===== config.mk =====
export PLATFORM = sky130hd
export DESIGN_NAME = blf_queue
export DESIGN_NICKNAME = d
export VERILOG_FILES = /design/src/rtl/core/blf_pkg.sv /design/src/rtl/core/blf_queue.sv
export SDC_FILE = /design/constraint.sdc
export NUM_CORES = 1
export LEC_CHECK = 0
export BUFFER_PORTS_ARGS = -buffer_cell sky130_fd_sc_hd__buf_2
export CAP_MARGIN = 20
export CORE_MARGIN = 3
export CORE_UTILIZATION = 45
export CTS_CLUSTER_SIZE = 24
export DETAILED_ROUTE_END_ITERATION = 10
export GPL_TIMING_DRIVEN = 1
export PLACE_DENSITY = 0.7
export SYNTH_ARGS = -nofsm -noshare
export SYNTH_HDL_FRONTEND = slang
export SYNTH_SLANG_ARGS = --single-unit

===== constraint.sdc =====
create_clock -name clk -period 3.05 [get_ports clk]
set_input_delay 0.4575 -clock clk [delete_from_list [all_inputs] [get_ports clk]]
set_output_delay 0.4575 -clock clk [all_outputs]
set_load 0.01 [all_outputs]

===== src/rtl/core/blf_pkg.sv =====
// blf_pkg: shared types, codes and sizes of the blocklist frame filter
// no dependencies; imported by every module under rtl/core but blf_ram
package blf_pkg;

    localparam int TABLE_DEPTH = 1024;
    localparam int TBL_AW      = (TABLE_DEPTH > 1) ? $clog2(TABLE_DEPTH) : 1;
    localparam int CNT_W       = $clog2(TABLE_DEPTH + 1);
    localparam int CNT_OUT_W   = 11;
    localparam int CNT_OUT_MAX = 2047;

    localparam int ADDR_W      = 32;
    localparam int PORT_W      = 16;
    localparam int CFG_IDX_W   = 2;

    localparam int QUEUE_DEPTH = 2;
    localparam int QP_W        = (QUEUE_DEPTH > 1) ? $clog2(QUEUE_DEPTH) : 1;
    localparam int QC_W        = $clog2(QUEUE_DEPTH + 1);

    // request codes
    localparam logic [1:0] REQ_FRAME  = 2'd0;
    localparam logic [1:0] REQ_ADD    = 2'd1;
    localparam logic [1:0] REQ_REMOVE = 2'd2;

    // configuration register indexes
    localparam logic [CFG_IDX_W-1:0] CFG_VPN_PORT = 2'd0;
    localparam logic [CFG_IDX_W-1:0] CFG_TLS_PORT = 2'd1;

    localparam logic [PORT_W-1:0] VPN_PORT_RST = 16'd51820;
    localparam logic [PORT_W-1:0] TLS_PORT_RST = 16'd853;

    // result kinds
    localparam logic KIND_VERDICT = 1'b0;
    localparam logic KIND_TABLE   = 1'b1;

    // drop causes
    localparam logic [1:0] CAUSE_NONE = 2'd0;
    localparam logic [1:0] CAUSE_ADDR = 2'd1;
    localparam logic [1:0] CAUSE_VPN  = 2'd2;
    localparam logic [1:0] CAUSE_TLS  = 2'd3;

    // table status codes
    localparam logic [1:0] STAT_DONE   = 2'd0;
    localparam logic [1:0] STAT_FULL   = 2'd1;
    localparam logic [1:0] STAT_ABSENT = 2'd2;

    // frame parse
    localparam logic [5:0]  POS_MAX     = 6'd63;
    localparam logic [5:0]  POS_ET_HI   = 6'd12;
    localparam logic [5:0]  POS_ET_LO   = 6'd13;
    localparam logic [5:0]  POS_PROTO   = 6'd23;
    localparam logic [5:0]  POS_DA_0    = 6'd30;
    localparam logic [5:0]  POS_DA_1    = 6'd31;
    localparam logic [5:0]  POS_DA_2    = 6'd32;
    localparam logic [5:0]  POS_DA_3    = 6'd33;
    localparam logic [5:0]  POS_DP_HI   = 6'd36;
    localparam logic [5:0]  POS_DP_LO   = 6'd37;
    localparam logic [6:0]  LEN_IPV4    = 7'd34;
    localparam logic [6:0]  LEN_UDP     = 7'd42;
    localparam logic [6:0]  LEN_TCP     = 7'd54;
    localparam logic [7:0]  PROTO_TCP   = 8'd6;
    localparam logic [7:0]  PROTO_UDP   = 8'd17;
    localparam logic [15:0] ETYPE_IPV4  = 16'h0800;

    typedef enum logic [1:0] {
        CMD_VERDICT = 2'd0,
        CMD_ADD     = 2'd1,
        CMD_REMOVE  = 2'd2
    } cmd_kind_t;

    // one classified item handed from front to back
    typedef struct packed {
        cmd_kind_t         kind;
        logic              check_addr;
        logic [1:0]        port_cause;
        logic [ADDR_W-1:0] addr;
    } cmd_t;

    function automatic logic [CNT_OUT_W-1:0] sat_count(input logic [CNT_W-1:0] c);
        logic [CNT_OUT_W-1:0] r;
        if (c > CNT_W'(CNT_OUT_MAX))
            r = CNT_OUT_W'(CNT_OUT_MAX);
        else
            r = CNT_OUT_W'(c);
        return r;
    endfunction

endpackage


===== src/rtl/core/blf_queue.sv =====
// blf_queue: short in-order queue of classified items between front and back
// depends on blf_pkg
module blf_queue (
    input  logic          clk,
    input  logic          rst_n,
    input  logic          push,
    input  blf_pkg::cmd_t push_cmd,
    input  logic          pop,
    output blf_pkg::cmd_t head,
    output logic          full,
    output logic          empty
);
    import blf_pkg::*;

    cmd_t              slot_reg [QUEUE_DEPTH];
    logic [QP_W-1:0]   wr_ptr_reg, wr_ptr_next;
    logic [QP_W-1:0]   rd_ptr_reg, rd_ptr_next;
    logic [QC_W-1:0]   cnt_reg,    cnt_next;

    assign full  = (cnt_reg == QC_W'(QUEUE_DEPTH));
    assign empty = (cnt_reg == '0);
    assign head  = slot_reg[rd_ptr_reg];

    always_comb
    begin
        wr_ptr_next = wr_ptr_reg;
        rd_ptr_next = rd_ptr_reg;
        cnt_next    = cnt_reg;
        if (push)
            wr_ptr_next = (wr_ptr_reg == QP_W'(QUEUE_DEPTH - 1)) ? '0 : wr_ptr_reg + 1'b1;
        if (pop)
            rd_ptr_next = (rd_ptr_reg == QP_W'(QUEUE_DEPTH - 1)) ? '0 : rd_ptr_reg + 1'b1;
        if (push && !pop)
            cnt_next = cnt_reg + 1'b1;
        else if (pop && !push)
            cnt_next = cnt_reg - 1'b1;
    end

    always_ff @(posedge clk)
    begin
        if (push)
        begin
            slot_reg[wr_ptr_reg] <= push_cmd;
        end
    end

    always_ff @(posedge clk or negedge rst_n)
    begin
        if (!rst_n)
        begin
            wr_ptr_reg <= '0;
            rd_ptr_reg <= '0;
            cnt_reg    <= '0;
        end
        else
        begin
            wr_ptr_reg <= wr_ptr_next;
            rd_ptr_reg <= rd_ptr_next;
            cnt_reg    <= cnt_next;
        end
    end

`ifndef SYNTH
    a_no_push_full: assert property (@(posedge clk) disable iff (!rst_n)
        full |-> !push || pop)
        else $error("queue push while full");
    a_no_pop_empty: assert property (@(posedge clk) disable iff (!rst_n)
        pop |-> !empty)
        else $error("queue pop while empty");
    a_full_empty_excl: assert property (@(posedge clk) disable iff (!rst_n)
        !(full && empty))
        else $error("queue full and empty at once");
`endif

endmodule


**Yosys cells after proc, flatten, opt, wreduce, memory -nomap -nowiden**

Memories as Yosys holds them, arrays and structs flattened.
Cells that the tools add are included.

- Input port bits: 41
- Flip-flop bits (word level): 4
- Memories kept: 1
- Logic and storage cells: 21
- Memory bits (writable): 74

Memories:

| name | depth | bits a word | read ports | clocked after memory_dff | wr ports | RTL line | RTL |
|---|---|---|---|---|---|---|---|
| slot_reg | 2 | 37 | 1 | 0 | 1 | blf_queue.sv:15 | `cmd_t slot_reg [QUEUE_DEPTH];` |

- Reductions and logical operators: 6
- Equality and inequality tests: 1
- Add/subtract/negate cells: 4
- Multiplexer cells: 6

Operators with widths:

| kind | number |
|---|---|
| two-way mux 1 bit | 4 |
| two-way mux 2 bit | 2 |
| adder 1 bit (second input constant) | 2 |
| adder 2 x 1 -> 2 bit (second input constant) | 1 |
| equality test 2 bit (second input constant) | 1 |
| logical AND 1 bit | 2 |
| logical NOT 1 bit | 2 |
| logical NOT 2 bit | 1 |
| nonzero test 2 bit | 1 |
| subtractor 2 x 1 -> 2 bit (second input constant) | 1 |

**Logic depth before layout (Yosys ltp)**

Gate-level depths: netlist of the first run.

- Depth after elaboration: 4
- Depth in mapped cells: 5
- Mapped depth without buffers: 5

**Worst setup path after synthesis of the first run**

Ideal clock, no wire load.

- Path type: input to register
- Start point: input port push
- End point: memory slot_reg[0][0] (netlist name) (enable)
- Path slack: 496 ps
- Arrival: 2119 ps
- Stages: 1
- Library setup time: 436 ps
- Required time: 2614 ps
- Path through: nor2b_1

- Longest elaborated chain between the ends: 2

Ends and longest elaborated chain:

| what | RTL line | RTL |
|---|---|---|
| start, declared | blf_queue.sv:6 | `input logic push,` |
| two-way mux 1 bit | blf_queue.sv:41 | `if (push)` |
| two-way mux 1 bit (implied by the code) | blf_queue.sv:43 | `slot_reg[wr_ptr_reg] <= push_cmd;` |
| end, declared | blf_queue.sv:15 |  |

Every way passes these cells.

==> summary.txt, run 1 <==
Power and ir drop
  – Clock network fraction of total power: 0.212
  – PD cells: 873.5 nW/µm²
  – Internal: 0.002241 W
  – Comb pwr share: 0.301
  – Worst vdd ir: 422.7 µV
  – Reg power frac: 0.487
  – PnR Total Power: 0.003151 W
  – Sw Pwr: 0.0009101 W
  – Leakage power: 1.437 nW
  – Sw Share: 0.2888

Synthesis
  – Mapped cell area: 2939 µm²
  – Synth cell types: 13
  – Synthesis warning total: 0
  – Syn Area/Cell: 22.44 µm²
  – Synth area leaders: edfxtp_1, mux2_4, mux2_2, dfrtp_1, xor2_1
  – Synth top area share: 0.7561
  – Seq/Total Area, Yosys: 0.7901
  – Synth Net Count: 173
  – Yosys reg bits: 78
  – Post-Synthesis Cells: 131
  – Synth area leader: edfxtp_1

Critical path
  – Arrival @ worst endpoint: 1.75 ns
  – CP Capture Type: output port
  – Slowest stage delay, CP: 0.62 ns
  – Critical path class: flip-flop to output port
  – R2R setup slack: 1.46 ns
  – Critical Path Fanout Max: 16
  – CP Cell Sequence: buf_4, mux2_4, buf_2
  – Worst-case reg-to-reg path depth: 1
  – CP Data Required Time: 2.59 ns
  – Reg2reg end: slot_reg[1][25]
  – Startpoint types: flip-flop
  – Slowest stage cell, crit path: dfrtp_2
  – Worst reg2reg startpoint: wr_ptr_reg

Run
  – Max cap viols: 0

Hold path
  – Worst Hold End: slot_reg[1][30]
  – Min-delay src: push_cmd[30]
  – Worst hold stages: 1
  – Hold/Removal Path Class: input pin to flip-flop

Global route
  – First-pass GRT wire length: 7.044 mm
  – Vias in the first global route: 1,447
  – Largest net degree at the start of global routing: 38
  – Initial antenna violation count: 0
  – Gr ovfl total: 0
  – GRT Resource Usage Total: 0.1282

CTS
  – Num CTS Buffers: 9
  – CTS tree: done
  – H-tree levels: 3
  – Clock Sink Count: 78
  – Clk buf depth: 2
  – Root Buffer: clkbuf_8
  – CTS resizes: 0
  – Clk_lat worst skew: 0.33 ns
  – Reg clk slew, reported paths: 0.08 ns

Final layout
  – Number of diodes: 0
  – Fillcell total: 480
  – Max reg flops: 74
  – Final net count: 263
  – Share of cells above drive strength 1: 0.6106
  – Fin util: 0.5884
  – Final Non-Filler Cells: 301
  – Area Overhead vs Synth: 22.73%
  – Design Area, Final: 3607 µm²

Floorplan
  – Die ar.: 7537 µm²
  – # rows: 28
  – Initial Utilization: 0.4794
  – Placeable core region: 6131 µm²
  – DIE WIDTH: 86.82 µm
  – Die H: 86.82 µm
  – I/O Pins: 80

STA
  – Final clock skew: 0.005079 ns
  – Crit share post-route: 0.7246
  – # setup viols final: 0
  – Final hold viol count: 0
  – Fmax: 452.5 MHz
  – Slew Viols, Final: 0
  – RSZ-0062 raised after global routing: no
  – Worst slew pin tran: 0.9070 ns
  – Setup_tns: 0 ns
  – Max transition margin: 0.3953
  – Min Clock Period, post-route: 2.210 ns

Placement
  – GP Congestion: 0.6606
  – I/O Buffers: 79
  – Placement Cell Area: 3422 µm²
  – Post-DP HPWL: 3.145 mm
  – Inst Count DP: 284

Detailed routing
  – Vias per cell: 4.714
  – Total vias in the final route: 1,419
  – DRT Pass-1 Iters: 3
  – DR iter-0 viols: 84
  – Wirelength, routed: 4.635 mm
  – DRC Markers: 0
  – Routed Antenna Nets: 0
  – WL per Instance: 15.40 µm

Outcome
  – Status: finished, final reports clean
-- how the worst max path moves through the flow --
stage / start / endpoint / slack, ns
5_1_grt: rd_ptr_reg / head[19] / 0.74
2_1_floorplan: push / slot_reg[0][0] / 0.50
3_5_place_dp: rd_ptr_reg / head[19] / 1.15
3_3_place_gp: rd_ptr_reg / head[31] / 1.15
4_1_cts: rd_ptr_reg / head[19] / 0.78
6_report: rd_ptr_reg / head[31] / 0.84
-- repair_timing --
item,CTS,global route
setup buffers,0,0
hold buffers,1,0
hold endpoints to repair,4,0
-- layer usage --
metal,track usage,vias up,wire length (µm)
li1,-,686,-
met3,0.04087,8,323
met4,0.06374,0,68
met5,0,-,0
met1,0.1559,674,1916
met2,0.2057,51,2326
-- worst max-delay path, delay by kind of cell (launching register included) --
kind | cells | cell delay [ns]
flops | 1 | 0.62
buf+inv | 2 | 0.47
mux | 1 | 0.33
-- cells in the mapped netlist --
cell      count
and2_1        1
buf_6         3
nor2b_1       2
inv_1         1
mux2_2       17
xnor2_1       1
xor2_1        4
buf_2         1
ha_1          1
mux2_4       20
edfxtp_1     74
nor2_1        2
dfrtp_1       4
-- metrics by stage --
step | worst slack (ns) | hold WS [ns]
after floorplan | 0.4956 | 0.1619
after global placement | 1.154 | 0.2720
after detailed placement | 1.152 | 0.2760
after CTS | 0.7847 | 0.2907
after global routing | 0.7412 | 0.2812
final | 0.8399 | 0.3083
-- cells in the final DEF (no fill, tap or decap) --
| master | Yosys | routed |
|---|---|---|
| and2_2 | 0 | 1 |
| buf_2 | 1 | 79 |
| buf_4 | 0 | 3 |
| clkbuf_8 | 0 | 10 |
| clkinv_2 | 0 | 3 |
| clkinvlp_4 | 0 | 3 |
| dfrtp_1 | 4 | 3 |
| dfrtp_2 | 0 | 1 |
| dlygate4sd3_1 | 0 | 1 |
| edfxtp_1 | 74 | 74 |
| ha_1 | 1 | 1 |
| inv_1 | 1 | 1 |
| mux2_2 | 17 | 17 |
| mux2_4 | 20 | 20 |
| nor2_1 | 2 | 2 |
| nor2b_1 | 2 | 1 |
| nor2b_4 | 0 | 1 |
| xnor2_1 | 1 | 1 |
| xor2_1 | 4 | 4 |
-- layout make-up --
| type | instances | area [µm²] | area share |
|---|---|---|---|
| timing repair buffer | 83 | 427.9 | 0.1186 |
| clock inverter | 6 | 37.54 | 0.01041 |
| inverter | 1 | 3.754 | 0.001041 |
| clock buffer | 10 | 137.6 | 0.03815 |
| multi-input combinational | 48 | 583.1 | 0.1616 |
| tap | 75 | 93.84 | 0.02601 |
| sequential | 78 | 2323 | 0.6441 |
-- logic make-up after synthesis --
logic type | after synthesis | synth area share
xor+xnor | 5 | 0.01490
fa+ha+maj | 1 | 0.004256
buf+inv | 5 | 0.01447
simple gates | 5 | 0.008942
flops | 78 | 0.7901
mux | 37 | 0.1673
-- power groups by stage --
stage	Combinational [W]	Clock, W	Sequential (W)
3_3_place_gp	0.000965	0	0.00155
3_5_place_dp	0.000973	0	0.00156
5_1_grt	0.00103	0.000735	0.00156
4_1_cts	0.000974	0.000688	0.00154
6_report	0.000948	0.000668	0.00153
2_1_floorplan	0.000711	0	0.00150
Power figures use the tool's default switching activity.
==> inputs of run 2 (changes only) <==
==> constraint.sdc (replaced) <==
create_clock -name clk -period 2.2 [get_ports clk]
set_input_delay 0.33 -clock clk [delete_from_list [all_inputs] [get_ports clk]]
set_output_delay 0.33 -clock clk [all_outputs]
set_load 0.01 [all_outputs]
==> summary.txt, run 2 (synthesis gave the netlist of run 1 again) <==
Final layout
  – Most frequent cells in the layout: buf_2, edfxtp_1, mux2_4
  – Final Non-Filler Cells: 301 (unchanged)
  – Number of diodes: 0 (unchanged)
  – Share of cells above drive strength 1: 0.6062 (-0.004425)
  – Max reg flops: 74 (unchanged)
  – Final net count: 263 (unchanged)
  – Most common cell after layout, fill and taps aside: buf_2
  – Sequential Area: 2326 µm² (+0.11%)
  – Multi-input gate area: 583.1 µm² (unchanged)
  – Design Area, Final: 3661 µm² (+1.5%)
  – Area Overhead vs Synth: 24.56%
  – Fin util: 0.5971 (+0.008776)
  – Fillcell total: 444 (-7.5%)

Critical path
  – Critical Path Fanout Max: 22 (+6)
  – CP Capture Type: output port
  – Startpoint types: flip-flop
  – CP Data Required Time: 1.87 ns (-0.72 ns)
  – Critical path class: flip-flop to output port
  – Arrival @ worst endpoint: 1.67 ns (-0.08 ns)

Outcome
  – Status: finished, final reports clean

Hold path
  – Hold/Removal Path Class: input pin to flip-flop

Global route
  – GRT Resource Usage Total: 0.1271 (-0.001043)
  – Gr ovfl total: 0 (unchanged)
  – Largest net degree at the start of global routing: 25 (-34%)
  – First-pass GRT wire length: 7.003 mm (-0.58%)
  – Initial antenna violation count: 0 (unchanged)
  – Vias in the first global route: 1,451 (+0.28%)

Floorplan
  – Placeable core region: 6131 µm² (unchanged)
  – Initial Utilization: 0.4794 (unchanged)
  – Die ar.: 7537 µm² (unchanged)
  – Die H: 86.82 µm (unchanged)
  – # rows: 28 (unchanged)
  – I/O Pins: 80 (unchanged)
  – DIE WIDTH: 86.82 µm (unchanged)

CTS
  – H-tree levels: 3 (unchanged)
  – Clock Sink Count: 78 (unchanged)
  – Clk_lat worst skew: 0.32 ns (about the same)
  – Root Buffer: clkbuf_8
  – Reg clk slew, reported paths: 0.08 ns (about the same)
  – Num CTS Buffers: 9 (unchanged)
  – Setup repair bufs after CTS: 0 (unchanged)
  – Clk buf depth: 2 (unchanged)
  – CTS tree: done

Detailed routing
  – Total vias in the final route: 1,424 (+0.35%)
  – Routed Antenna Nets: 0 (unchanged)
  – WL per Instance: 15.10 µm (-2.0%)
  – Vias per cell: 4.731 (+0.35%)
  – DR iter-0 viols: 34 (-60%)
  – DRT Pass-1 Iters: 4 (+1)
  – DRC Markers: 0 (unchanged)
  – Wirelength, routed: 4.544 mm (-2.0%)

Power and ir drop
  – Leakage power: 1.461 nW (+1.7%)
  – Worst vdd ir: 597.6 µV (+41%)
  – PD cells: 1231 nW/µm² (+41%)

STA
  – Setup_tns: 0 ns (unchanged)
  – Max transition margin: 0.6919 (+0.2966)
  – Fmax: 499.2 MHz
  – # setup viols final: 0 (unchanged)
  – Final worst slack: 0.1967 ns (-0.6432 ns)
  – Final clock skew: 0.005733 ns (+0.0006538 ns)
  – RSZ-0062 raised after global routing: no
  – Crit share post-route: 0.9106
  – Worst slew pin tran: 0.4612 ns (-0.4458 ns)
  – Final hold viol count: 0 (unchanged)
  – Min Clock Period, post-route: 2.003 ns
  – Slew Viols, Final: 0 (unchanged)

Placement
  – Inst Count DP: 284 (unchanged)
  – Placement Cell Area: 3460 µm² (+1.1%)
  – GP Congestion: 0.6240 (-5.5%)
  – I/O Buffers: 79 (unchanged)
  – Post-DP HPWL: 3.119 mm (-0.82%)
  – Pre-CTS setup slack: 0.4157 ns (-0.7360 ns)

Run
  – Max cap viols: 0 (unchanged)
## run 2: final cells by class
cell class	instances	area share
flip-flops and latches	78	0.6353
clock buffers	9	0.03383
clock inverters	7	0.01777
multi-input cells	48	0.1593
inverters	1	0.001025
repair buffers	83	0.1271
well taps	75	0.02563
## run 2: worst max-delay path: stages, from the launching register on
cell     delay [ns]
dfrtp_4        0.64
buf_12         0.23
mux2_4         0.31
buf_2          0.14
## run 2: repair_timing
action | in CTS | in global routing
endpoints found under the setup margin | 0 | 11
gates resized for setup | 0 | 1
endpoints found under the hold margin | 4 | 0
hold buffers | 1 | 0
## run 2: worst paths after layout
kind / from / to / slack (ns) / cells after the start
min reg2reg: cnt_reg[1] / cnt_reg[1] / 0.49 / 1
min in group asynchronous: rst_n / cnt_reg[1] / 0.32 / 2
max: rd_ptr_reg / head[1] / 0.20 / 3
max in group asynchronous: rst_n / rd_ptr_reg / 1.75 / 2
max reg2reg: wr_ptr_reg / slot_reg[0][29] / 0.81 / 2
min: push_cmd[6] / slot_reg[0][6] / 0.18 / 1
## run 2: report_power, final
part           leakage (nW)  switching [W]  internal (W)
sequential            0.740       0.000174       0.00198
clock                0.0964       0.000482      0.000516
combinational         0.625       0.000616      0.000739
## run 2: layer usage
layer | global-route usage | vias to the layer above | routed length [µm]
met4 | 0.06374 | 0 | 46
met1 | 0.1552 | 673 | 1975
met2 | 0.1994 | 62 | 2160
li1 | - | 685 | -
met3 | 0.04563 | 4 | 362
met5 | 0 | - | 0
## run 2: per-stage QoR
| stage | power (W) | hold slack (ns) |
|---|---|---|
| final | 0.004506 | 0.1832 |
| after global routing | 0.004747 | 0.1607 |
| after CTS | 0.004572 | 0.1631 |
| after detailed placement | 0.003568 | 0.1410 |
| after global placement | 0.003543 | 0.1405 |
| after floorplan | 0.003067 | 0.03441 |
==> inputs of run 3 (changes only) <==
==> constraint.sdc (replaced) <==
create_clock -name clk -period 2.6 [get_ports clk]
set_input_delay 0.39 -clock clk [delete_from_list [all_inputs] [get_ports clk]]
set_output_delay 0.39 -clock clk [all_outputs]
set_load 0.01 [all_outputs]
==> summary.txt, run 3 (synthesis gave the netlist of run 1 again) <==
Power and ir drop
  – Comb pwr share: 0.307 (+0.006)
  – Internal: 0.002622 W (-19%)
  – Leakage power: 1.440 nW (-1.5%)
  – Sw Share: 0.2805 (-0.001761)
  – Sw Pwr: 0.001022 W (-20%)
  – Worst vdd ir: 638.9 µV (+6.9%)
  – PD cells: 1011 nW/µm² (-18%)
  – Clock network fraction of total power: 0.196 (-0.025)
  – Reg power frac: 0.498 (+0.020)

CTS
  – Clk buf depth: 2 (unchanged)
  – CTS resizes: 0 (unchanged)
  – Reg clk slew, reported paths: 0.07 ns (about the same)
  – Cts hold-fix bufs: 1 (unchanged)
  – Setup repair bufs after CTS: 0 (unchanged)
  – CTS tree: done
  – H-tree levels: 3 (unchanged)
  – Clk_lat worst skew: 0.34 ns (+0.02 ns)
  – Root Buffer: clkbuf_8
  – Num CTS Buffers: 9 (unchanged)
  – Clock Sink Count: 78 (unchanged)

Critical path
  – Arrival @ worst endpoint: 1.80 ns (+0.13 ns)
  – Critical path class: flip-flop to output port
  – CP Data Required Time: 2.21 ns (+0.34 ns)
  – R2R setup slack: 1.17 ns (+0.36 ns)
  – Critical Path Fanout Max: 20 (-9.1%)
  – Slowest stage delay, CP: 0.68 ns (+0.04 ns)
  – Worst reg2reg startpoint: wr_ptr_reg
  – Reg2reg end: slot_reg[1][9]
  – CP Capture Type: output port
  – CP Cell Sequence: buf_4, mux2_4, buf_2
  – Slowest stage cell, crit path: dfrtp_2
  – Startpoint types: flip-flop
  – Worst-case reg-to-reg path depth: 2 (unchanged)

Global route
  – First-pass GRT wire length: 6.920 mm (-1.2%)
  – Met2 Usage GRT: 0.2112 (+0.01173)
  – Met1 usage: 0.1429 (-0.01222)
  – Most Crowded Layer GR: met2
  – Vias in the first global route: 1,476 (+1.7%)
  – Gr ovfl total: 0 (unchanged)
  – GRT Resource Usage Total: 0.1293 (+0.002192)
  – Initial antenna violation count: 0 (unchanged)
  – Largest net degree at the start of global routing: 38 (+52%)
  – GR Util met3: 0.04183 (-0.003802)

STA
  – Slew Viols, Final: 0 (unchanged)
  – Final clock skew: 0.007948 ns (+0.002215 ns)
  – RSZ-0062 raised after global routing: no
  – Setup_tns: 0 ns (unchanged)
  – Max transition margin: 0.6721 (-0.01983)
  – Worst slew pin tran: 0.4919 ns (+0.03073 ns)
  – Crit share post-route: 0.8407
  – Final worst slack: 0.4142 ns (+0.2175 ns)
  – Final hold viol count: 0 (unchanged)
  – Fmax: 457.5 MHz
  – Min Clock Period, post-route: 2.186 ns
  – # setup viols final: 0 (unchanged)

Floorplan
  – Initial Utilization: 0.4794 (unchanged)
  – Die H: 86.82 µm (unchanged)
  – Placeable core region: 6131 µm² (unchanged)
  – DIE WIDTH: 86.82 µm (unchanged)
  – Die ar.: 7537 µm² (unchanged)
  – I/O Pins: 80 (unchanged)
  – # rows: 28 (unchanged)

Detailed routing
  – DRC Markers: 0 (unchanged)
  – Routed Antenna Nets: 0 (unchanged)
  – WL per Instance: 14.60 µm (-3.3%)
  – Vias per cell: 4.745 (+0.30%)
  – DR iter-0 viols: 86 (+150%)
  – Total vias in the final route: 1,433 (+0.63%)
  – DRT Pass-1 Iters: 4 (unchanged)
  – Wirelength, routed: 4.410 mm (-2.9%)

Placement
  – GP Congestion: 0.6669 (+6.9%)
  – Pre-CTS setup slack: 0.7234 ns (+0.3078 ns)
  – Inst Count DP: 285 (+0.35%)
  – Placement Cell Area: 3442 µm² (-0.51%)
  – I/O Buffers: 79 (unchanged)
  – Post-DP HPWL: 3.084 mm (-1.1%)

Run
  – Max cap viols: 0 (unchanged)

Final layout
  – Design Area, Final: 3605 µm² (-1.5%)
  – Number of diodes: 0 (unchanged)
  – Sequential Area: 2323 µm² (-0.11%)
  – Max reg flops: 74 (unchanged)
  – Fillcell total: 472 (+6.3%)
  – Final net count: 264 (+0.38%)
  – Most common cell after layout, fill and taps aside: buf_2
  – Final Non-Filler Cells: 302 (+0.33%)
  – Multi-input gate area: 583.1 µm² (unchanged)
  – Fin util: 0.5880 (-0.009184)
  – Most frequent cells in the layout: buf_2, edfxtp_1, mux2_4
  – Area Overhead vs Synth: 22.65%
  – Share of cells above drive strength 1: 0.5903 (-0.01589)

Hold path
  – Hold/Removal Path Class: input pin to flip-flop
  – Worst hold stages: 1 (unchanged)
  – Min-delay src: push_cmd[23]
  – Worst Hold End: slot_reg[1][23]

Outcome
  – Status: finished, final reports clean
## run 3: changes by cell type in the layout (fill, tap and decap cells not counted)
cell / delta
dfrtp_2: +1
clkinv_1: -1
bufinv_16: -1
clkinv_4: -1
clkinvlp_4: -1
buf_4: +3
buf_12: -2
clkbuf_1: +5
clkinv_2: -1
dfrtp_4: -1
## run 3: worst max path at each step
stage | start | end | slack, ns | cells past startpoint
floorplan | wr_ptr_reg | slot_reg[0][0] | 0.10 | 1
global placement | rd_ptr_reg | head[21] | 0.75 | 3
detailed placement | rd_ptr_reg | head[18] | 0.72 | 3
CTS | rd_ptr_reg | head[18] | 0.36 | 3
global route | rd_ptr_reg | head[18] | 0.30 | 3
finish | rd_ptr_reg | head[18] | 0.41 | 3
## run 3: layout make-up
| type | count | area share |
|---|---|---|
| clock inverters | 2 | 0.002777 |
| flip-flops and latches | 78 | 0.6446 |
| repair buffers | 84 | 0.1243 |
| multi-input cells | 48 | 0.1617 |
| clock buffers | 14 | 0.03957 |
| inverters | 1 | 0.001041 |
| well taps | 75 | 0.02603 |
## run 3: routing by layer
layer,up-vias,wire length [µm]
met4,0,159
met1,671,1734
met2,60,2232
met3,15,283
met5,-,0
li1,687,-
## run 3: critical path: cells and delay by family, from the launching register on
family                 cells  cell delay, ns
buffers and inverters      2            0.46
flip-flops                 1            0.68
multiplexers               1            0.32
## run 3: stage by stage
step | hold slack (ns) | power, W
6_report | 0.2371 | 0.003645
4_1_cts | 0.2188 | 0.003712
3_5_place_dp | 0.2054 | 0.002990
5_1_grt | 0.2110 | 0.003871
2_1_floorplan | 0.09441 | 0.002597
3_3_place_gp | 0.2038 | 0.002968
## run 3: power by group through the flow
stage | Clock (W) | Sequential, W | Combinational [W]
final | 0.000713 | 0.00181 | 0.00112
after global routing | 0.000816 | 0.00184 | 0.00121
after CTS | 0.000744 | 0.00182 | 0.00115
after detailed placement | 0 | 0.00185 | 0.00114
after global placement | 0 | 0.00183 | 0.00114
after floorplan | 0 | 0.00176 | 0.000834
